**config.mk**
```make
export PLATFORM = sky130hd
export DESIGN_NAME = best_fit_block_allocator_flat
export DESIGN_NICKNAME = d
export VERILOG_FILES = /design/src/rtl/bfba_pkg.sv /design/src/rtl/bfba_if.sv /design/src/rtl/best_fit_block_allocator.sv /design/src/rtl/bfba_cell.sv /design/src/flat_wrapper.sv
export SDC_FILE = /design/constraint.sdc
export NUM_CORES = 2
export LEC_CHECK = 0
export ABC_AREA = 1
export BUFFER_PORTS_ARGS = -buffer_cell sky130_fd_sc_hd__clkbuf_2
export CELL_PAD_IN_SITES_DETAIL_PLACEMENT = 0
export CELL_PAD_IN_SITES_GLOBAL_PLACEMENT = 1
export CORE_ASPECT_RATIO = 1.4
export CORE_MARGIN = 3
export CORE_UTILIZATION = 54
export DETAILED_ROUTE_END_ITERATION = 10
export PLACE_DENSITY_LB_ADDON = 0.1
export SYNTH_ARGS = -nofsm -noshare
export SYNTH_HDL_FRONTEND = slang
export SYNTH_SLANG_ARGS = --single-unit
```
**constraint.sdc**
```tcl
create_clock -name clk -period 10.1 [get_ports clk]
set_clock_uncertainty 0.15 [all_clocks]
set_input_delay 1.01 -clock clk [delete_from_list [all_inputs] [get_ports clk]]
set_output_delay 1.01 -clock clk [all_outputs]
set_load 0.1 [all_outputs]
```
**src/rtl/bfba_pkg.sv**
```systemverilog
// Package for the best-fit block allocator.
// Holds the result status codes and the structs passed along the cell chain.
// No dependencies.
package bfba_pkg;

    // Widest block size and block index that the chain structs carry.
    localparam int SIZE_W = 32;
    localparam int IDX_W  = 8;

    // Item kinds.
    localparam logic REQ_ADD   = 1'b0;
    localparam logic REQ_ALLOC = 1'b1;

    // Result status codes.
    localparam logic [1:0] ST_ALLOC = 2'd0;
    localparam logic [1:0] ST_NOFIT = 2'd1;
    localparam logic [1:0] ST_ADDED = 2'd2;
    localparam logic [1:0] ST_FULL  = 2'd3;

    // Search token handed from cell to cell.
    typedef struct packed {
        logic              valid;
        logic              found;
        logic [IDX_W-1:0]  idx;
        logic [SIZE_W-1:0] size;
    } cand_t;

    // Write broadcast from the controller to every cell.
    typedef struct packed {
        logic              en;
        logic [IDX_W-1:0]  idx;
        logic [SIZE_W-1:0] data;
    } wr_t;

endpackage

```
**src/rtl/bfba_if.sv**
```systemverilog
// Handshake interfaces for the best-fit block allocator channels.
// Request items in, result items out; no dependencies.
interface bfba_req_if;
    logic        valid;
    logic        ready;
    logic        req_type;
    logic [23:0] amount;

    modport source (output valid, output req_type, output amount, input ready);
    modport sink   (input valid, input req_type, input amount, output ready);
endinterface

interface bfba_rsp_if;
    logic        valid;
    logic        ready;
    logic [1:0]  status;
    logic [3:0]  block_number;
    logic [23:0] remaining_size;

    modport source (output valid, output status, output block_number,
                    output remaining_size, input ready);
    modport sink   (input valid, input status, input block_number,
                    input remaining_size, output ready);
endinterface

```
**src/rtl/best_fit_block_allocator.sv**
```systemverilog
// Best-fit block allocator: an add item goes from acceptance straight to the DONE
// state; an allocate item first waits in SCAN while the search token walks the
// chain of MAX_BLOCKS cells, one cell per cycle.
// One item is worked on at a time; the result register lets the next item be
// accepted while a result still waits. Reset (rst_n, async, active low) empties
// the table; block sizes are not cleared and are read only after being written.
module best_fit_block_allocator #(
    parameter int MAX_BLOCKS = 16,
    parameter int SIZE_BITS  = 24
) (
    input  logic              clk,
    input  logic              rst_n,
    bfba_req_if.sink          req,
    bfba_rsp_if.source        rsp
);

    localparam int CNT_W = $clog2(MAX_BLOCKS + 1);
    localparam int SZ_W  = bfba_pkg::SIZE_W;
    localparam int IX_W  = bfba_pkg::IDX_W;

    // Controller states.
    localparam logic [1:0] S_IDLE = 2'd0;
    localparam logic [1:0] S_SCAN = 2'd1;
    localparam logic [1:0] S_DONE = 2'd2;

    logic [1:0]           state_reg;
    logic [1:0]           state_next;
    logic                 inj_reg;
    logic [CNT_W-1:0]     count_reg;
    logic                 type_reg;
    logic [SIZE_BITS-1:0] amt_reg;
    logic                 found_reg;
    logic [IX_W-1:0]      best_idx_reg;
    logic [SIZE_BITS-1:0] best_size_reg;

    logic                 out_valid_reg;
    logic [1:0]           status_reg;
    logic [3:0]           block_number_reg;
    logic [23:0]          remaining_size_reg;

    logic                 slot_free;
    logic                 finish;
    logic                 full;
    logic [SIZE_BITS-1:0] new_size;
    logic [1:0]           status_next;
    logic [IX_W-1:0]      num_next;
    logic [SIZE_BITS-1:0] rem_next;

    bfba_pkg::cand_t      cand_w [0:MAX_BLOCKS];
    bfba_pkg::wr_t        wr;

    // The request side is open whenever no item is in progress; the result
    // register decouples it from the downstream consumer.
    assign req.ready = (state_reg == S_IDLE);
    assign slot_free = !out_valid_reg || rsp.ready;
    assign finish    = (state_reg == S_DONE) && slot_free;
    assign full      = (count_reg == CNT_W'(MAX_BLOCKS));
    assign new_size  = best_size_reg - amt_reg;

    // The search token enters the first cell in the cycle after an allocate is
    // accepted and leaves the last cell after passing through every cell's register.
    assign cand_w[0] = '{valid: inj_reg, found: 1'b0, idx: '0, size: '0};

    for (genvar g = 0; g < MAX_BLOCKS; g++)
    begin : g_cell
        bfba_cell #(
            .IDX        (g),
            .MAX_BLOCKS (MAX_BLOCKS),
            .SIZE_BITS  (SIZE_BITS)
        ) u_cell (
            .clk      (clk),
            .rst_n    (rst_n),
            .cand_in  (cand_w[g]),
            .amt      (amt_reg),
            .count    (count_reg),
            .wr       (wr),
            .cand_out (cand_w[g+1])
        );
    end

    // Result selection and the write that updates the table when the result
    // is committed: an add writes the next free cell, an allocate writes the
    // reduced size back into the winning cell.
    always_comb
    begin
        wr.en       = 1'b0;
        wr.idx      = '0;
        wr.data     = '0;
        status_next = bfba_pkg::ST_NOFIT;
        num_next    = '0;
        rem_next    = '0;
        if (type_reg == bfba_pkg::REQ_ADD)
        begin
            if (full)
            begin
                status_next = bfba_pkg::ST_FULL;
            end
            else
            begin
                status_next = bfba_pkg::ST_ADDED;
                num_next    = IX_W'(count_reg);
                rem_next    = amt_reg;
                wr.en       = finish;
                wr.idx      = IX_W'(count_reg);
                wr.data     = SZ_W'(amt_reg);
            end
        end
        else if (found_reg)
        begin
            status_next = bfba_pkg::ST_ALLOC;
            num_next    = best_idx_reg;
            rem_next    = new_size;
            wr.en       = finish;
            wr.idx      = best_idx_reg;
            wr.data     = SZ_W'(new_size);
        end
    end

    always_comb
    begin
        state_next = state_reg;
        unique case (state_reg)
            S_IDLE:
            begin
                if (req.valid)
                begin
                    state_next = (req.req_type == bfba_pkg::REQ_ALLOC) ? S_SCAN : S_DONE;
                end
            end
            S_SCAN:
            begin
                if (cand_w[MAX_BLOCKS].valid)
                begin
                    state_next = S_DONE;
                end
            end
            S_DONE:
            begin
                if (slot_free)
                begin
                    state_next = S_IDLE;
                end
            end
            default:
            begin
                state_next = S_IDLE;
            end
        endcase
    end

    always_ff @(posedge clk or negedge rst_n)
    begin
        if (!rst_n)
        begin
            state_reg     <= S_IDLE;
            inj_reg       <= 1'b0;
            count_reg     <= '0;
            out_valid_reg <= 1'b0;
        end
        else
        begin
            state_reg <= state_next;
            inj_reg   <= req.valid && req.ready && (req.req_type == bfba_pkg::REQ_ALLOC);
            if (finish && type_reg == bfba_pkg::REQ_ADD && !full)
            begin
                count_reg <= count_reg + CNT_W'(1);
            end
            if (finish)
            begin
                out_valid_reg <= 1'b1;
            end
            else if (rsp.ready)
            begin
                out_valid_reg <= 1'b0;
            end
        end
    end

    // Payload registers carry no reset.
    always_ff @(posedge clk)
    begin
        if (req.valid && req.ready)
        begin
            type_reg <= req.req_type;
            amt_reg  <= SIZE_BITS'(req.amount);
        end
        if (state_reg == S_SCAN && cand_w[MAX_BLOCKS].valid)
        begin
            found_reg     <= cand_w[MAX_BLOCKS].found;
            best_idx_reg  <= cand_w[MAX_BLOCKS].idx;
            best_size_reg <= cand_w[MAX_BLOCKS].size[SIZE_BITS-1:0];
        end
        if (finish)
        begin
            status_reg         <= status_next;
            block_number_reg   <= 4'(num_next);
            remaining_size_reg <= 24'(rem_next);
        end
    end

    assign rsp.valid          = out_valid_reg;
    assign rsp.status         = status_reg;
    assign rsp.block_number   = block_number_reg;
    assign rsp.remaining_size = remaining_size_reg;

`ifndef SYNTHESIS
    // The table never holds more blocks than there are cells.
    a_count_bound: assert property (@(posedge clk) disable iff (!rst_n)
        count_reg <= CNT_W'(MAX_BLOCKS))
        else $error("block count exceeds table size");

    // A token leaves the chain only while the controller waits for it.
    a_token_in_scan: assert property (@(posedge clk) disable iff (!rst_n)
        cand_w[MAX_BLOCKS].valid |-> state_reg == S_SCAN)
        else $error("search token left the chain outside a scan");

    // An accepted item always puts the controller to work.
    a_accept_busy: assert property (@(posedge clk) disable iff (!rst_n)
        (req.valid && req.ready) |=> state_reg != S_IDLE)
        else $error("accepted item left the controller idle");

    // A new result appears only as an item completes.
    a_result_source: assert property (@(posedge clk) disable iff (!rst_n)
        $rose(out_valid_reg) |-> $past(state_reg) == S_DONE)
        else $error("result raised without a completing item");
`endif

endmodule

```
**src/rtl/bfba_cell.sv**
```systemverilog
// One cell of the allocator chain: stores one block size and refines the
// passing best-fit search token. Depends on bfba_pkg.
module bfba_cell #(
    parameter int IDX        = 0,
    parameter int MAX_BLOCKS = 16,
    parameter int SIZE_BITS  = 24
) (
    input  logic                           clk,
    input  logic                           rst_n,
    input  bfba_pkg::cand_t                cand_in,
    input  logic [SIZE_BITS-1:0]           amt,
    input  logic [$clog2(MAX_BLOCKS+1)-1:0] count,
    input  bfba_pkg::wr_t                  wr,
    output bfba_pkg::cand_t                cand_out
);

    localparam int CNT_W = $clog2(MAX_BLOCKS + 1);
    localparam int SZ_W  = bfba_pkg::SIZE_W;
    localparam int IX_W  = bfba_pkg::IDX_W;

    logic [SIZE_BITS-1:0] size_reg;
    bfba_pkg::cand_t      cand_next;
    bfba_pkg::cand_t      cand_reg;
    logic                 active;
    logic                 better;

    // The cell takes part only once its block has been added.
    assign active = count > CNT_W'(IDX);
    assign better = active && (size_reg >= amt)
                    && (!cand_in.found || size_reg < cand_in.size[SIZE_BITS-1:0]);

    always_comb
    begin
        cand_next = cand_in;
        if (cand_in.valid && better)
        begin
            cand_next.found = 1'b1;
            cand_next.idx   = IX_W'(IDX);
            cand_next.size  = SZ_W'(size_reg);
        end
    end

    always_ff @(posedge clk or negedge rst_n)
    begin
        if (!rst_n)
        begin
            cand_reg <= '0;
        end
        else
        begin
            cand_reg <= cand_next;
        end
    end

    always_ff @(posedge clk)
    begin
        if (wr.en && wr.idx == IX_W'(IDX))
        begin
            size_reg <= wr.data[SIZE_BITS-1:0];
        end
    end

    assign cand_out = cand_reg;

endmodule
```
**src/flat_wrapper.sv**
```systemverilog
// flat-port wrapper written by rule: the top's interface ports become plain ports
module best_fit_block_allocator_flat 
#(
    parameter int MAX_BLOCKS = 16,
    parameter int SIZE_BITS  = 24
)
  (clk, rst_n, req_valid, req_req_type, req_amount, req_ready, rsp_valid, rsp_status, rsp_block_number, rsp_remaining_size, rsp_ready);
  bfba_req_if req_i ();
  bfba_rsp_if rsp_i ();
  input  logic clk;
  input  logic rst_n;
  input wire logic [$bits(req_i.valid)-1:0] req_valid;
  input wire logic [$bits(req_i.req_type)-1:0] req_req_type;
  input wire logic [$bits(req_i.amount)-1:0] req_amount;
  output wire logic [$bits(req_i.ready)-1:0] req_ready;
  output wire logic [$bits(rsp_i.valid)-1:0] rsp_valid;
  output wire logic [$bits(rsp_i.status)-1:0] rsp_status;
  output wire logic [$bits(rsp_i.block_number)-1:0] rsp_block_number;
  output wire logic [$bits(rsp_i.remaining_size)-1:0] rsp_remaining_size;
  input wire logic [$bits(rsp_i.ready)-1:0] rsp_ready;
  assign req_i.valid = req_valid;
  assign req_i.req_type = req_req_type;
  assign req_i.amount = req_amount;
  assign req_ready = req_i.ready;
  assign rsp_valid = rsp_i.valid;
  assign rsp_status = rsp_i.status;
  assign rsp_block_number = rsp_i.block_number;
  assign rsp_remaining_size = rsp_i.remaining_size;
  assign rsp_i.ready = rsp_ready;
  best_fit_block_allocator #(.MAX_BLOCKS(MAX_BLOCKS), .SIZE_BITS(SIZE_BITS)) u_core (.clk(clk), .rst_n(rst_n), .req(req_i), .rsp(rsp_i));
endmodule
```
==> results.sh <==
export IMPL_ios=61
export IMPL_synth_nets=6687
export IMPL_setup_viol=0
export IMPL_post_dp_hpwl_um=116000
export IMPL_vdd_ir_drop_worst_uv=136
export IMPL_viasPerCell=5.46
export IMPL_grt_pass1_vias=40100
export IMPL_period_minus_slack_ns=4.21
export IMPL_largest_register_ffs=465
export IMPL_ys_seq_area_share_pct=48.8
export IMPL_synth_cell_types=41
export IMPL_wire_per_inst_um=22.4
export IMPL_nNetsFinal=6826
export IMPL_crit_chain="inv_1 -> buf_4 -> ha_1 -> nand2_1 -> nor2_1 -> nand2_1 -> nor2_1 -> nand3_1 -> nor2_1 -> nor2_1 -> nor2_4 -> nand2_2 -> nand2_1 -> nand2_1"
export IMPL_cp_top_family="simple AND/OR/NAND/NOR gates"
export IMPL_route_antenna_remaining_nets=0
export IMPL_timing_critical_path_buf_inv=2
export IMPL_max_stage_delay_ns=0.60
export IMPL_finalCritPeriodShare_pct=41.7
export IMPL_rsz0062_at_grt="no"
export IMPL_synth_cells=5901
export IMPL_io_buffers=60
export IMPL_timing_fmax_mhz=238
export IMPL_fin_setup_tns_ns=0
export IMPL_drive_gt1_share_pct=6.41
export IMPL_dieHeight_um=377
export IMPL_cts_root_buf="clkbuf_16"
export IMPL_setup_slack_ns=5.89
export IMPL_final_cells=7422
export IMPL_postCtsSetupBuffers=0
export IMPL_status="finished clean"
export IMPL_clock_path_buffers=3
export IMPL_cts_max_level=3
export IMPL_drt_total_wl_um=166000
export IMPL_place_congestion=0.913
export IMPL_hold_buffers=0
export IMPL_netlist_area_um2=53100
export IMPL_dp_cells=7242
export IMPL_antenna_found_initial=3
export IMPL_start_util_pct=54.7
export IMPL_grtUsageTotal_pct=32.8
export IMPL_route_detailed_drc=0
export IMPL_grt_start_max_net_pins=139
export IMPL_required_ns=10.50
export IMPL_finalHoldViolCount=0
export IMPL_ys_seq_elements=942
export IMPL_slew_headroom_pct=15.4
export IMPL_vias=40500
export IMPL_coreArea_um2=97100
export IMPL_cp_slowest_cell="inv_1"
export IMPL_die_w_um=271
export IMPL_ys_warn_count=0
export IMPL_cellLeakagePower_nw=28.7
export IMPL_area_growth_syn_to_layout_pct=10.3
export IMPL_clk_insertion_delay_late_ns=0.69
export IMPL_cts_buffers_inserted=95
export IMPL_syn_area_per_cell_um2=9.00
export IMPL_crit_type="flop to flop"
export IMPL_dpl_worst_slack_ns=5.90
export IMPL_ff2ff_setup_slack_ns=5.89
export IMPL_maxCapViolCount=0
export IMPL_critical_path_arrival_ns=4.60
export IMPL_firstDrtPassIters=8
export IMPL_grt_pass1_wl_um=247000
export IMPL_hold_path_class="input port to async pin"
export IMPL_tightest_slew_ns=1.27
export IMPL_critPathCaptureType="flop"
export IMPL_rows=135
export IMPL_power_density_nw_per_um2=133
export IMPL_cts_resized_gates=0
export IMPL_gr_total_overflow=0
export IMPL_critPathMaxFanout=27
export IMPL_die_area_um2=102000
export IMPL_critPathLaunchType="flop"
export IMPL_cts_sinks=942
export IMPL_maxSlewViolCount=0
export IMPL_cts_tree="yes"
export IMPL_clk_pin_slew_worst_paths_ns=0.06
export IMPL_first_iter_violations=3052
## cells in the mapped netlist (all sizes together)
master | count | area [um2]
clkbuf | 25 | 93.8
xnor2 | 1 | 8.76
a21o | 18 | 135
or2 | 17 | 106
o21a | 11 | 82.6
inv | 835 | 3130
nand4 | 42 | 263
and2 | 3 | 18.8
nor3 | 33 | 165
a211oi | 1 | 7.51
o22ai | 9 | 56.3
fa | 1 | 20.0
ha | 756 | 9460
o211ai | 2 | 25.0
a21oi | 248 | 1300
nor4 | 1 | 6.26
nand3b | 1 | 7.51
o21bai | 17 | 128
buf | 73 | 447
o21ai | 61 | 309
xor2 | 3 | 26.3
o2111ai | 1 | 15.0
nor2 | 357 | 1420
edfxtp | 468 | 14100
nor2b | 1 | 6.26
o31ai | 1 | 12.5
nand3 | 484 | 2420
dfrtp | 474 | 11900
nand2 | 1933 | 7330
a21boi | 24 | 180
## cells by family (layout without fill, tap and decap cells)
family / Yosys count / in the layout / synth area share, %
AND/OR/NAND/NOR: 2872 / 2872 / 22.1
other: 0 / 1 / 0
buffers and inverters: 933 / 1152 / 6.92
AO/OA/AOI/OAI: 393 / 393 / 4.23
XOR/XNOR: 4 / 4 / 0.0660
flip-flops: 942 / 942 / 48.8
adder cells (fa/ha/maj): 757 / 757 / 17.9
## per-stage QoR
stage | hold WS [ns] | power [W] | util (%) | cell area [um2]
final | 0.153 | 0.00777 | 60.3 | 58600
after global routing | 0.205 | 0.00798 | 60.3 | 58600
after CTS | 0.156 | 0.00783 | 60.3 | 58600
after detailed placement | 0.212 | 0.00413 | 56.9 | 55300
after global placement | 0.209 | 0.00413 | 56.9 | 55300
after floorplan | 0.198 | 0.00408 | - | 53100
## final timing paths
check,startpoint,to,depth (start not counted)
min,rst_n,u_core.g_cell[14].u_cell.cand_out[14],1
min reg2reg,u_core.g_cell[6].u_cell.cand_out[41],u_core.g_cell[7].u_cell.cand_out[41],0
max reg2reg,u_core.amt_reg[23],u_core.g_cell[6].u_cell.cand_out[3],14
min in group clk,u_core.g_cell[6].u_cell.cand_out[41],u_core.g_cell[7].u_cell.cand_out[41],0
max,u_core.amt_reg[23],u_core.g_cell[6].u_cell.cand_out[3],14
max in group asynchronous,rst_n,u_core.g_cell[5].u_cell.cand_out[14],3
## worst reg2reg max path: stages (launching register included)
cell and delay, ns:
edfxtp_1 0.42, inv_1 0.60, buf_4 0.37, ha_1 0.18, nand2_1 0.06, nor2_1 0.18, nand2_1 0.17, nor2_1 0.19
nand3_1 0.09, nor2_1 0.18, nor2_1 0.11, nor2_4 0.54, nand2_2 0.55, nand2_1 0.19, nand2_1 0.08
## report_power, final
part	total (W)	switching, W	leakage (nW)	internal [W]
registers	0.00400	0.0000000000000000000164	10.7	0.00400
clock network	0.00372	0.00156	1.60	0.00216
logic	0.0000492	0.0000429	16.4	0.00000630
## per-layer routing
metal | share of wire, % | wire length, um | GRT usage, % | vias to the layer above
li1 | - | - | - | 19500
met1 | 38 | 63300 | 38.4 | 19300
met2 | 50 | 82800 | 57.7 | 1282
met3 | 5.0 | 8400 | 3.72 | 425
met4 | 7.1 | 11800 | 20.5 | 0
met5 | 0 | 0 | 0 | -
## layout make-up
class,count,area (um2)
inverter,835,3130
sequential,942,25900
fill,8501,38500
timing repair buffer,140,958
clock buffer,132,2740
tap,1301,1630
clock inverter,45,517
multi-input combinational,4026,23700
antenna,1,2.50
## cells in the final DEF (no fill, tap or decap), types with 10 or more instances in the layout
master	n
nand2_1	1915
inv_1	830
ha_1	756
nand3_1	484
dfrtp_1	474
edfxtp_1	468
nor2_1	328
a21oi_1	243
clkbuf_16	100
buf_4	75
clkbuf_2	59
o21ai_0	48
nand4_1	42
nor3_1	32
a21boi_0	24
clkbuf_1	20
nor2_2	19
a21o_1	18
clkinv_2	18
o21bai_1	17
or2_2	17
nand2_2	12
clkbuf_8	12
o21a_1	11
o21ai_2	10
nor2_4	10
bufinv_16	10
No activity file was read; power rests on OpenSTA's default activity.
